## src/rtl/core/ajhc_pkg.sv

```systemverilog
// ----------------------------------------------------------------------------
// ajhc_pkg
// Shared widths, register indexes, types and helpers for the axis conditioner.
// ----------------------------------------------------------------------------
`default_nettype none

package ajhc_pkg;

    localparam int SAMPLE_BITS = 16;
    localparam int AW          = SAMPLE_BITS + 2;
    localparam int MAG_W       = SAMPLE_BITS + 1;
    localparam int PROD_W      = 2 * MAG_W;
    localparam int OUT_W       = SAMPLE_BITS + 1;
    localparam int CNT_W       = $clog2(SAMPLE_BITS);
    localparam int CFG_IDX_W   = 3;

    localparam logic [CFG_IDX_W-1:0] CFG_JITTER_ENABLE = 3'd0;
    localparam logic [CFG_IDX_W-1:0] CFG_JITTER_MARGIN = 3'd1;
    localparam logic [CFG_IDX_W-1:0] CFG_CAL_ENABLE    = 3'd2;
    localparam logic [CFG_IDX_W-1:0] CFG_CAL_LEFT      = 3'd3;
    localparam logic [CFG_IDX_W-1:0] CFG_CAL_CENTER    = 3'd4;
    localparam logic [CFG_IDX_W-1:0] CFG_CAL_RIGHT     = 3'd5;
    localparam logic [CFG_IDX_W-1:0] CFG_CAL_DEADBAND  = 3'd6;

    localparam logic [1:0] HOLD_LIMIT = 2'd3;

    typedef logic [SAMPLE_BITS-1:0]     sample_t;
    typedef logic signed [AW-1:0]       wide_t;
    typedef logic [MAG_W-1:0]           mag_t;
    typedef logic [PROD_W-1:0]          prod_t;
    typedef logic signed [OUT_W-1:0]    out_t;

    localparam sample_t SAMPLE_MAX   = '1;
    localparam sample_t CENTER_RESET = {1'b1, {(SAMPLE_BITS-1){1'b0}}};

    typedef struct packed {
        logic done;
        logic saturated;
    } div_status_t;

    function automatic mag_t abs_mag(input wide_t x);
        wide_t a;
        a = x[AW-1] ? -x : x;
        return a[MAG_W-1:0];
    endfunction

    function automatic wide_t widen(input sample_t x);
        return $signed({2'b00, x});
    endfunction

endpackage

`default_nettype wire

```

## src/rtl/core/axis_jitter_hold_and_center_calibration.sv

```systemverilog
// ----------------------------------------------------------------------------
// axis_jitter_hold_and_center_calibration
// Conditions one joystick axis: anti-jitter hold, then center dead band,
// clamping and side-matched scaling to a signed offset.
//
// Usage: a raw sample enters on the in_valid/in_ready channel and one signed
// axis_value leaves on the out_valid/out_ready channel for every sample.
// Configuration registers are written on the cfg channel by index; cfg_ready
// is always high, and writes are expected only while the block is idle.
// Each transaction passes from input acceptance to out_valid through clamping, setup,
// multiply, divider start, the bit-serial divider iterations and hand-off.
// A saturated quotient or a zero divisor skips the divider iterations.
// One sample is in flight at a time and the input reopens the cycle after the result
// is loaded, so a new sample waits until the previous one has been handed off.
// The result sits in an output register, so the next sample is accepted while
// the previous result waits; when the receiver stalls, a finished result waits
// in the last stage until the output register frees up.
// Reset clears the chosen position and hold count and restores register
// defaults: both stages disabled, center at mid range, limits at full range.
// ----------------------------------------------------------------------------
`default_nettype none

module axis_jitter_hold_and_center_calibration (
    input  wire logic                              clk,
    input  wire logic                              rst_n,
    input  wire logic                              in_valid,
    output logic                                   in_ready,
    input  wire ajhc_pkg::sample_t                 raw_sample,
    output logic                                   out_valid,
    input  wire logic                              out_ready,
    output ajhc_pkg::out_t                         axis_value,
    input  wire logic                              cfg_valid,
    output logic                                   cfg_ready,
    input  wire logic [ajhc_pkg::CFG_IDX_W-1:0]    cfg_index,
    input  wire ajhc_pkg::sample_t                 cfg_data
);

    localparam logic [2:0] S_IDLE   = 3'd0;
    localparam logic [2:0] S_CAL    = 3'd1;
    localparam logic [2:0] S_PREP   = 3'd2;
    localparam logic [2:0] S_MUL    = 3'd3;
    localparam logic [2:0] S_DSTART = 3'd4;
    localparam logic [2:0] S_DIV    = 3'd5;
    localparam logic [2:0] S_FIN    = 3'd6;

    logic [2:0]             state_reg, state_next;

    logic                   jitter_enable_reg;
    ajhc_pkg::sample_t      jitter_margin_reg;
    logic                   cal_enable_reg;
    ajhc_pkg::sample_t      cal_left_reg;
    ajhc_pkg::sample_t      cal_center_reg;
    ajhc_pkg::sample_t      cal_right_reg;
    ajhc_pkg::sample_t      cal_deadband_reg;

    ajhc_pkg::sample_t      chosen_reg, chosen_next;
    logic [1:0]             hold_reg, hold_next;

    ajhc_pkg::sample_t      val_reg, val_next;
    ajhc_pkg::sample_t      vc_reg, vc_next;
    ajhc_pkg::wide_t        lo_reg, lo_next;
    ajhc_pkg::wide_t        hi_reg, hi_next;
    ajhc_pkg::wide_t        wl_reg, wl_next;
    ajhc_pkg::wide_t        wr_reg, wr_next;
    logic                   band_reg, band_next;
    logic                   low_reg, low_next;

    ajhc_pkg::mag_t         abs_t_reg, abs_t_next;
    ajhc_pkg::mag_t         abs_num_reg, abs_num_next;
    ajhc_pkg::mag_t         abs_den_reg, abs_den_next;
    logic                   sign_reg, sign_next;
    ajhc_pkg::prod_t        prod_reg, prod_next;
    ajhc_pkg::out_t         res_reg, res_next;

    logic                   out_valid_reg, out_valid_next;
    ajhc_pkg::out_t         axis_value_reg;

    logic [ajhc_pkg::SAMPLE_BITS:0] p_plus_m;
    logic [ajhc_pkg::SAMPLE_BITS:0] x_plus_m;
    logic                   jump;
    logic                   in_fire;
    logic                   out_load;

    ajhc_pkg::wide_t        v_w;
    ajhc_pkg::wide_t        vc_w;
    ajhc_pkg::wide_t        t_w;
    ajhc_pkg::wide_t        num_w;
    ajhc_pkg::wide_t        den_w;
    logic                   scale;
    logic                   negate;
    ajhc_pkg::sample_t      mag;

    logic                   div_start;
    ajhc_pkg::sample_t      div_quotient;
    ajhc_pkg::div_status_t  div_status;

    assign in_ready  = (state_reg == S_IDLE);
    assign in_fire   = in_valid && in_ready;
    assign cfg_ready = 1'b1;
    assign div_start = (state_reg == S_DSTART);
    assign out_load  = (state_reg == S_FIN) && (!out_valid_reg || out_ready);

    ajhc_divider u_divider (
        .clk      (clk),
        .rst_n    (rst_n),
        .start    (div_start),
        .dividend (prod_reg),
        .divisor  (abs_den_reg),
        .quotient (div_quotient),
        .status   (div_status)
    );

    always_ff @(posedge clk or negedge rst_n)
    begin
        if (!rst_n)
        begin
            jitter_enable_reg <= 1'b0;
            jitter_margin_reg <= '0;
            cal_enable_reg    <= 1'b0;
            cal_left_reg      <= '0;
            cal_center_reg    <= ajhc_pkg::CENTER_RESET;
            cal_right_reg     <= ajhc_pkg::SAMPLE_MAX;
            cal_deadband_reg  <= '0;
        end
        else if (cfg_valid && cfg_ready)
        begin
            unique case (cfg_index)
                ajhc_pkg::CFG_JITTER_ENABLE: jitter_enable_reg <= cfg_data[0];
                ajhc_pkg::CFG_JITTER_MARGIN: jitter_margin_reg <= cfg_data;
                ajhc_pkg::CFG_CAL_ENABLE:    cal_enable_reg    <= cfg_data[0];
                ajhc_pkg::CFG_CAL_LEFT:      cal_left_reg      <= cfg_data;
                ajhc_pkg::CFG_CAL_CENTER:    cal_center_reg    <= cfg_data;
                ajhc_pkg::CFG_CAL_RIGHT:     cal_right_reg     <= cfg_data;
                ajhc_pkg::CFG_CAL_DEADBAND:  cal_deadband_reg  <= cfg_data;
                default:                     ;
            endcase
        end
    end

    always_comb
    begin
        p_plus_m = {1'b0, chosen_reg} + {1'b0, jitter_margin_reg};
        x_plus_m = {1'b0, raw_sample} + {1'b0, jitter_margin_reg};
        if (raw_sample > chosen_reg)
        begin
            jump = {1'b0, raw_sample} > p_plus_m;
        end
        else
        begin
            jump = x_plus_m < {1'b0, chosen_reg};
        end
    end

    always_comb
    begin
        state_next   = state_reg;
        chosen_next  = chosen_reg;
        hold_next    = hold_reg;
        val_next     = val_reg;
        vc_next      = vc_reg;
        lo_next      = lo_reg;
        hi_next      = hi_reg;
        wl_next      = wl_reg;
        wr_next      = wr_reg;
        band_next    = band_reg;
        low_next     = low_reg;
        abs_t_next   = abs_t_reg;
        abs_num_next = abs_num_reg;
        abs_den_next = abs_den_reg;
        sign_next    = sign_reg;
        prod_next    = prod_reg;
        res_next     = res_reg;
        v_w          = ajhc_pkg::widen(val_reg);
        vc_w         = ajhc_pkg::widen(vc_reg);
        t_w          = '0;
        num_w        = '0;
        den_w        = '0;
        scale        = 1'b0;
        negate       = 1'b0;
        mag          = div_status.saturated ? ajhc_pkg::SAMPLE_MAX : div_quotient;

        unique case (state_reg)
            S_IDLE:
            begin
                if (in_fire)
                begin
                    val_next = raw_sample;
                    if (jitter_enable_reg)
                    begin
                        if (jump)
                        begin
                            chosen_next = raw_sample;
                        end
                        else if (hold_reg < ajhc_pkg::HOLD_LIMIT)
                        begin
                            hold_next = hold_reg + 2'd1;
                            val_next  = chosen_reg;
                        end
                        else
                        begin
                            hold_next   = '0;
                            chosen_next = raw_sample;
                        end
                    end
                    state_next = S_CAL;
                end
            end
            S_CAL:
            begin
                lo_next   = ajhc_pkg::widen(cal_center_reg) - ajhc_pkg::widen(cal_deadband_reg);
                hi_next   = ajhc_pkg::widen(cal_center_reg) + ajhc_pkg::widen(cal_deadband_reg);
                band_next = (val_reg == '0) || ((v_w >= lo_next) && (v_w <= hi_next));
                if (val_reg < cal_left_reg)
                begin
                    vc_next = cal_left_reg;
                end
                else if (val_reg > cal_right_reg)
                begin
                    vc_next = cal_right_reg;
                end
                else
                begin
                    vc_next = val_reg;
                end
                low_next   = vc_next < cal_center_reg;
                wl_next    = lo_next - ajhc_pkg::widen(cal_left_reg);
                wr_next    = ajhc_pkg::widen(cal_right_reg) - hi_next;
                state_next = S_PREP;
            end
            S_PREP:
            begin
                if (!cal_enable_reg)
                begin
                    t_w = v_w;
                end
                else if (band_reg)
                begin
                    t_w = '0;
                end
                else if (low_reg)
                begin
                    t_w    = lo_reg - vc_w;
                    negate = 1'b1;
                    scale  = wl_reg > wr_reg;
                    num_w  = wr_reg;
                    den_w  = wl_reg;
                end
                else
                begin
                    t_w   = vc_w - hi_reg;
                    scale = wr_reg > wl_reg;
                    num_w = wl_reg;
                    den_w = wr_reg;
                end
                abs_t_next = ajhc_pkg::abs_mag(t_w);
                if (scale)
                begin
                    abs_num_next = ajhc_pkg::abs_mag(num_w);
                    abs_den_next = ajhc_pkg::abs_mag(den_w);
                    sign_next    = t_w[ajhc_pkg::AW-1] ^ negate
                                   ^ num_w[ajhc_pkg::AW-1] ^ den_w[ajhc_pkg::AW-1];
                end
                else
                begin
                    abs_num_next = ajhc_pkg::mag_t'(1);
                    abs_den_next = ajhc_pkg::mag_t'(1);
                    sign_next    = t_w[ajhc_pkg::AW-1] ^ negate;
                end
                state_next = S_MUL;
            end
            S_MUL:
            begin
                prod_next  = ajhc_pkg::prod_t'(abs_t_reg) * ajhc_pkg::prod_t'(abs_num_reg);
                state_next = S_DSTART;
            end
            S_DSTART:
            begin
                state_next = S_DIV;
            end
            S_DIV:
            begin
                if (div_status.done)
                begin
                    res_next   = sign_reg ? -ajhc_pkg::out_t'({1'b0, mag})
                                          : ajhc_pkg::out_t'({1'b0, mag});
                    state_next = S_FIN;
                end
            end
            S_FIN:
            begin
                if (out_load)
                begin
                    state_next = S_IDLE;
                end
            end
            default:
            begin
                state_next = S_IDLE;
            end
        endcase
    end

    always_comb
    begin
        out_valid_next = out_valid_reg;
        if (out_load)
        begin
            out_valid_next = 1'b1;
        end
        else if (out_ready)
        begin
            out_valid_next = 1'b0;
        end
    end

    always_ff @(posedge clk or negedge rst_n)
    begin
        if (!rst_n)
        begin
            state_reg     <= S_IDLE;
            chosen_reg    <= '0;
            hold_reg      <= '0;
            out_valid_reg <= 1'b0;
        end
        else
        begin
            state_reg     <= state_next;
            chosen_reg    <= chosen_next;
            hold_reg      <= hold_next;
            out_valid_reg <= out_valid_next;
        end
    end

    always_ff @(posedge clk)
    begin
        val_reg     <= val_next;
        vc_reg      <= vc_next;
        lo_reg      <= lo_next;
        hi_reg      <= hi_next;
        wl_reg      <= wl_next;
        wr_reg      <= wr_next;
        band_reg    <= band_next;
        low_reg     <= low_next;
        abs_t_reg   <= abs_t_next;
        abs_num_reg <= abs_num_next;
        abs_den_reg <= abs_den_next;
        sign_reg    <= sign_next;
        prod_reg    <= prod_next;
        res_reg     <= res_next;
        if (out_load)
        begin
            axis_value_reg <= res_reg;
        end
    end

    assign out_valid  = out_valid_reg;
    assign axis_value = axis_value_reg;

    a_hold_idle_when_disabled: assert property (
        @(posedge clk) disable iff (!rst_n)
        (in_fire && !jitter_enable_reg) |=> ($stable(hold_reg) && $stable(chosen_reg))
    ) else $error("hold state changed while the jitter stage is disabled");

    a_no_min_output: assert property (
        @(posedge clk) disable iff (!rst_n)
        out_valid |-> (axis_value != {1'b1, {(ajhc_pkg::OUT_W-1){1'b0}}})
    ) else $error("axis value escaped saturation range");

    a_sat_full_scale: assert property (
        @(posedge clk) disable iff (!rst_n)
        (state_reg == S_DIV && div_status.done && div_status.saturated)
        |=> (res_reg == ajhc_pkg::out_t'({1'b0, ajhc_pkg::SAMPLE_MAX})
             || res_reg == -ajhc_pkg::out_t'({1'b0, ajhc_pkg::SAMPLE_MAX}))
    ) else $error("saturated quotient did not give a full-scale result");

endmodule

`default_nettype wire

```

## src/rtl/core/ajhc_divider.sv

```systemverilog
// ----------------------------------------------------------------------------
// ajhc_divider
// Bit-serial restoring divider that flags quotients beyond the full sample range as saturated.
// ----------------------------------------------------------------------------
`default_nettype none

module ajhc_divider (
    input  wire logic                   clk,
    input  wire logic                   rst_n,
    input  wire logic                   start,
    input  wire ajhc_pkg::prod_t        dividend,
    input  wire ajhc_pkg::mag_t         divisor,
    output ajhc_pkg::sample_t           quotient,
    output ajhc_pkg::div_status_t       status
);

    logic                                busy_reg, busy_next;
    logic                                done_reg, done_next;
    logic                                sat_reg, sat_next;
    logic [ajhc_pkg::CNT_W-1:0]          cnt_reg, cnt_next;
    logic [ajhc_pkg::MAG_W:0]            rem_reg, rem_next;
    ajhc_pkg::sample_t                   quo_reg, quo_next;
    ajhc_pkg::mag_t                      den_reg, den_next;

    logic [ajhc_pkg::MAG_W:0]            upper;
    logic [ajhc_pkg::MAG_W:0]            trial;
    logic                                qbit;

    always_comb
    begin
        upper     = dividend[ajhc_pkg::PROD_W-1:ajhc_pkg::SAMPLE_BITS];
        trial     = {rem_reg[ajhc_pkg::MAG_W-1:0], quo_reg[ajhc_pkg::SAMPLE_BITS-1]};
        qbit      = trial >= {1'b0, den_reg};
        busy_next = busy_reg;
        done_next = 1'b0;
        sat_next  = sat_reg;
        cnt_next  = cnt_reg;
        rem_next  = rem_reg;
        quo_next  = quo_reg;
        den_next  = den_reg;
        if (start)
        begin
            den_next = divisor;
            cnt_next = '0;
            rem_next = upper;
            if (divisor == '0)
            begin
                sat_next  = 1'b0;
                quo_next  = '0;
                done_next = 1'b1;
            end
            else if (upper >= {1'b0, divisor})
            begin
                sat_next  = 1'b1;
                quo_next  = '0;
                done_next = 1'b1;
            end
            else
            begin
                sat_next  = 1'b0;
                quo_next  = dividend[ajhc_pkg::SAMPLE_BITS-1:0];
                busy_next = 1'b1;
            end
        end
        else if (busy_reg)
        begin
            rem_next = qbit ? (trial - {1'b0, den_reg}) : trial;
            quo_next = {quo_reg[ajhc_pkg::SAMPLE_BITS-2:0], qbit};
            cnt_next = cnt_reg + 1'b1;
            if (cnt_reg == ajhc_pkg::CNT_W'(ajhc_pkg::SAMPLE_BITS - 1))
            begin
                busy_next = 1'b0;
                done_next = 1'b1;
            end
        end
    end

    always_ff @(posedge clk or negedge rst_n)
    begin
        if (!rst_n)
        begin
            busy_reg <= 1'b0;
            done_reg <= 1'b0;
            cnt_reg  <= '0;
        end
        else
        begin
            busy_reg <= busy_next;
            done_reg <= done_next;
            cnt_reg  <= cnt_next;
        end
    end

    always_ff @(posedge clk)
    begin
        sat_reg <= sat_next;
        rem_reg <= rem_next;
        quo_reg <= quo_next;
        den_reg <= den_next;
    end

    assign quotient         = quo_reg;
    assign status.done      = done_reg;
    assign status.saturated = sat_reg;

endmodule

`default_nettype wire

```

## config.mk

```make
export PLATFORM = sky130hd
export DESIGN_NAME = axis_jitter_hold_and_center_calibration
export DESIGN_NICKNAME = d
export VERILOG_FILES = /design/src/rtl/core/ajhc_pkg.sv /design/src/rtl/core/axis_jitter_hold_and_center_calibration.sv /design/src/rtl/core/ajhc_divider.sv
export SDC_FILE = /design/constraint.sdc
export NUM_CORES = 2
export LEC_CHECK = 0
export BUFFER_PORTS_ARGS = -buffer_cell sky130_fd_sc_hd__buf_2
export CAP_MARGIN = 10
export CELL_PAD_IN_SITES_DETAIL_PLACEMENT = 0
export CELL_PAD_IN_SITES_GLOBAL_PLACEMENT = 1
export CORE_UTILIZATION = 30
export CTS_CLUSTER_SIZE = 24
export DETAILED_ROUTE_END_ITERATION = 10
export PLACE_DENSITY_LB_ADDON = 0.1
export SYNTH_ARGS = -nofsm -noshare
export SYNTH_HDL_FRONTEND = slang
export SYNTH_SLANG_ARGS = --single-unit
```

## constraint.sdc

```tcl
create_clock -name clk -period 7.5 [get_ports clk]
set_clock_uncertainty 0.2 [all_clocks]
set_input_delay 1.5 -clock clk [delete_from_list [all_inputs] [get_ports clk]]
set_output_delay 1.5 -clock clk [all_outputs]
set_load 0.005 [all_outputs]
```

==> flow_metrics.tcl <==
set metrics [dict create \
    endpoint_kind "flop" \
    cts_buffers 48 \
    avgViaCountPerCell 4.78 \
    status "finished, final reports clean" \
    insertion_delay_ns 0.63 \
    syn-cell-area_um2 36100 \
    crit_slowest_cell "edfxtp_1" \
    cpMostUsedCell "fa_1" \
    areaGrowthSynthToFinish_pct 11.1 \
    hold_path_class "flop to flop" \
    setup_viol 0 \
    drt_iter0_drc 1220 \
    finalCritPeriodShare 0.950 \
    grt.overflow.total 0 \
    yosysSeqAreaShare 0.304 \
    cts_root_buffer "clkbuf_16" \
    antenna_found_initial 1 \
    syn_area_per_cell_um2 9.80 \
    die_height_um 349 \
    ys_ff_latch 384 \
    cts_sinks 384 \
    grt.total_usage 0.183 \
    largest_reg_flops 34 \
    yosys_warnings 0 \
    max_cap_viol_count 0 \
    num_rows 126 \
    io_pins 60 \
    max-slew-margin-rel 0.200 \
    num_vias 25800 \
    drtAntennaViolNets 0 \
    synth_top_area_frac 0.228 \
    tightestPinTransition_ns 1.20 \
    start_util 0.304 \
    worst-setup-path-type "flop to flop" \
    netlist_instances 3688 \
    drv_slew 0 \
    placed_cell_area_um2 38400 \
    cts.path.max_buffers 3 \
    final_common_cell "inv_1" \
    post_drt_wl_per_cell_um 20.6 \
    cp_max_fo 17 \
    dp_hpwl_um 91300 \
    crit_family "adder cells" \
    ys_async_sr_fraction 0.286 \
    port_buffers 58 \
    postCtsSetupBuffers 0 \
    grt_max_degree 67 \
    die_w_um 349 \
    setup_tns_ns 0 \
    nets 4445 \
    core_area_um2 119000 \
    synth_edf_count 274 \
    ys.flop_type "edfxtp_1" \
    diodes 0 \
    hold_buffers 0 \
    mostFrequentLayoutCells "inv_1 (533), ha_1 (419), nand2_1 (326)" \
    place_congestion 0.807 \
    rsz0062_at_grt "false" \
    path_cells "and2_1 -> fa_1 -> inv_1 -> fa_1 -> inv_1 -> fa_1 -> fa_1 -> fa_1 -> inv_1 -> fa_1 -> inv_1 -> ha_1 -> nand4_1 -> or4_1 -> o21bai_1 -> a2111oi_0 -> nor2_1 -> and2_1 -> o21ai_0 -> a221oi_1" \
    syn_nets 4380 \
    final_area_um2 40100 \
    finalHoldViolCount 0 \
    cts_tree "built" \
    drive_gt1_frac 0.0992 \
    grt_pass1_vias 26700 \
    dieArea_um2 122000 \
    synth.distinct_cells 94 \
    required_ns 7.74 \
    drt-pass1-iter-count 5 \
    yosys.area.top_type "edfxtp_1" \
    fin_crit_ns 7.12 \
    totalWireLength_um 111000 \
    path_buf_inv 4 \
    drc 0 \
    start_kind "flop" \
    path_clk_slew_ns 0.06 \
    htree_levels 2 \
    synth_area_leaders "edfxtp_1 (23%), ha_1 (15%), fa_1 (13%)" \
    grt_pass1_wl_um 168000 \
    max_stage_delay_ns 0.69 \
    fmax_mhz 140 \
    postCtsResizedCells 0 \
    critPathArrivalTime_ns 7.36 \
]
-- cells by family (layout without fill, tap and decap cells) --
| logic type | Yosys count | count (layout) | share of synthesized area |
|---|---|---|---|
| AND/OR/NAND/NOR | 994 | 994 | 0.133 |
| AO/OA/AOI/OAI | 660 | 660 | 0.123 |
| adder cells (fa/ha/maj) | 652 | 652 | 0.274 |
| buffers and inverters | 638 | 742 | 0.0678 |
| flip-flops | 384 | 384 | 0.304 |
| XOR/XNOR | 192 | 192 | 0.0465 |
| multiplexers | 167 | 167 | 0.0500 |
| other | 1 | 1 | 0.000104 |
-- synth_stat cells (all sizes together) (7+ instances only) --
library cell,n
a22o,20
nand2b,32
or3,18
a211oi,20
and3,12
edfxtp,274
o21ai,145
dfrtp,93
xnor2,123
o211ai,20
nor2b,45
o21a,43
o21bai,20
a2111oi,14
nand4,31
or4,7
nand3,37
a21oi,171
mux2i,60
mux2,107
clkbuf,81
nor3,43
buf,23
o41ai,9
xor2,69
a21o,74
dfstp,17
and2,143
nand3b,7
inv,533
nor4,19
nor2,234
nor3b,13
or2,11
o31ai,15
a31oi,20
fa,233
nand2,326
a221oi,10
a211o,10
ha,419
-- stage by stage --
stage / worst slack, ns / utilization / hold slack, ns / cells
2_1_floorplan: 0.932 / - / 0.200 / 3688
3_3_place_gp: 0.470 / 0.324 / 0.202 / 5299
3_5_place_dp: 0.397 / 0.324 / 0.205 / 5299
4_1_cts: 0.366 / 0.338 / 0.219 / 5388
5_1_grt: 0.00504 / 0.338 / 0.223 / 5392
6_report: 0.379 / 0.338 / 0.220 / 5392
-- layer usage --
metal	GRT usage	vias to the layer above	wire [um]
met4	0.0403	0	2290
li1	-	12800	-
met3	0.0170	91	2320
met2	0.327	265	56100
met5	0	-	0
met1	0.237	12600	50300
-- final timing paths --
check                           cells past startpoint  slack, ns              startpoint                                to
worst max-delay path                               20       0.38  abs_t_reg[4]$_DFFE_PP_            prod_reg[30]$_DFFE_PP_
worst min-delay path                                0       0.22   res_reg[10]$_DFFE_PP_          axis_value[10]$_DFFE_PP_
worst max register to register                     20       0.38  abs_t_reg[4]$_DFFE_PP_            prod_reg[30]$_DFFE_PP_
worst min register to register                      0       0.22   res_reg[10]$_DFFE_PP_          axis_value[10]$_DFFE_PP_
max in group asynchronous                           2       5.03                   rst_n    u_divider.busy_reg$_DFFE_PN0P_
min in group asynchronous                           1       0.81                   rst_n  cal_deadband_reg[12]$_DFFE_PN0P_
-- layout make-up --
type	count	area (um2)
Clock buffer	58	1270
Tap cell	1600	2000
Multi-Input combinational cell	2666	22700
Clock inverter	31	397
Inverter	534	2000
Fill cell	12400	78600
Sequential cell	384	11000
Timing Repair Buffer	119	751
Power is not shown: default switching activity piles up to over one toggle a cycle in this logic, so the estimate is an artifact.
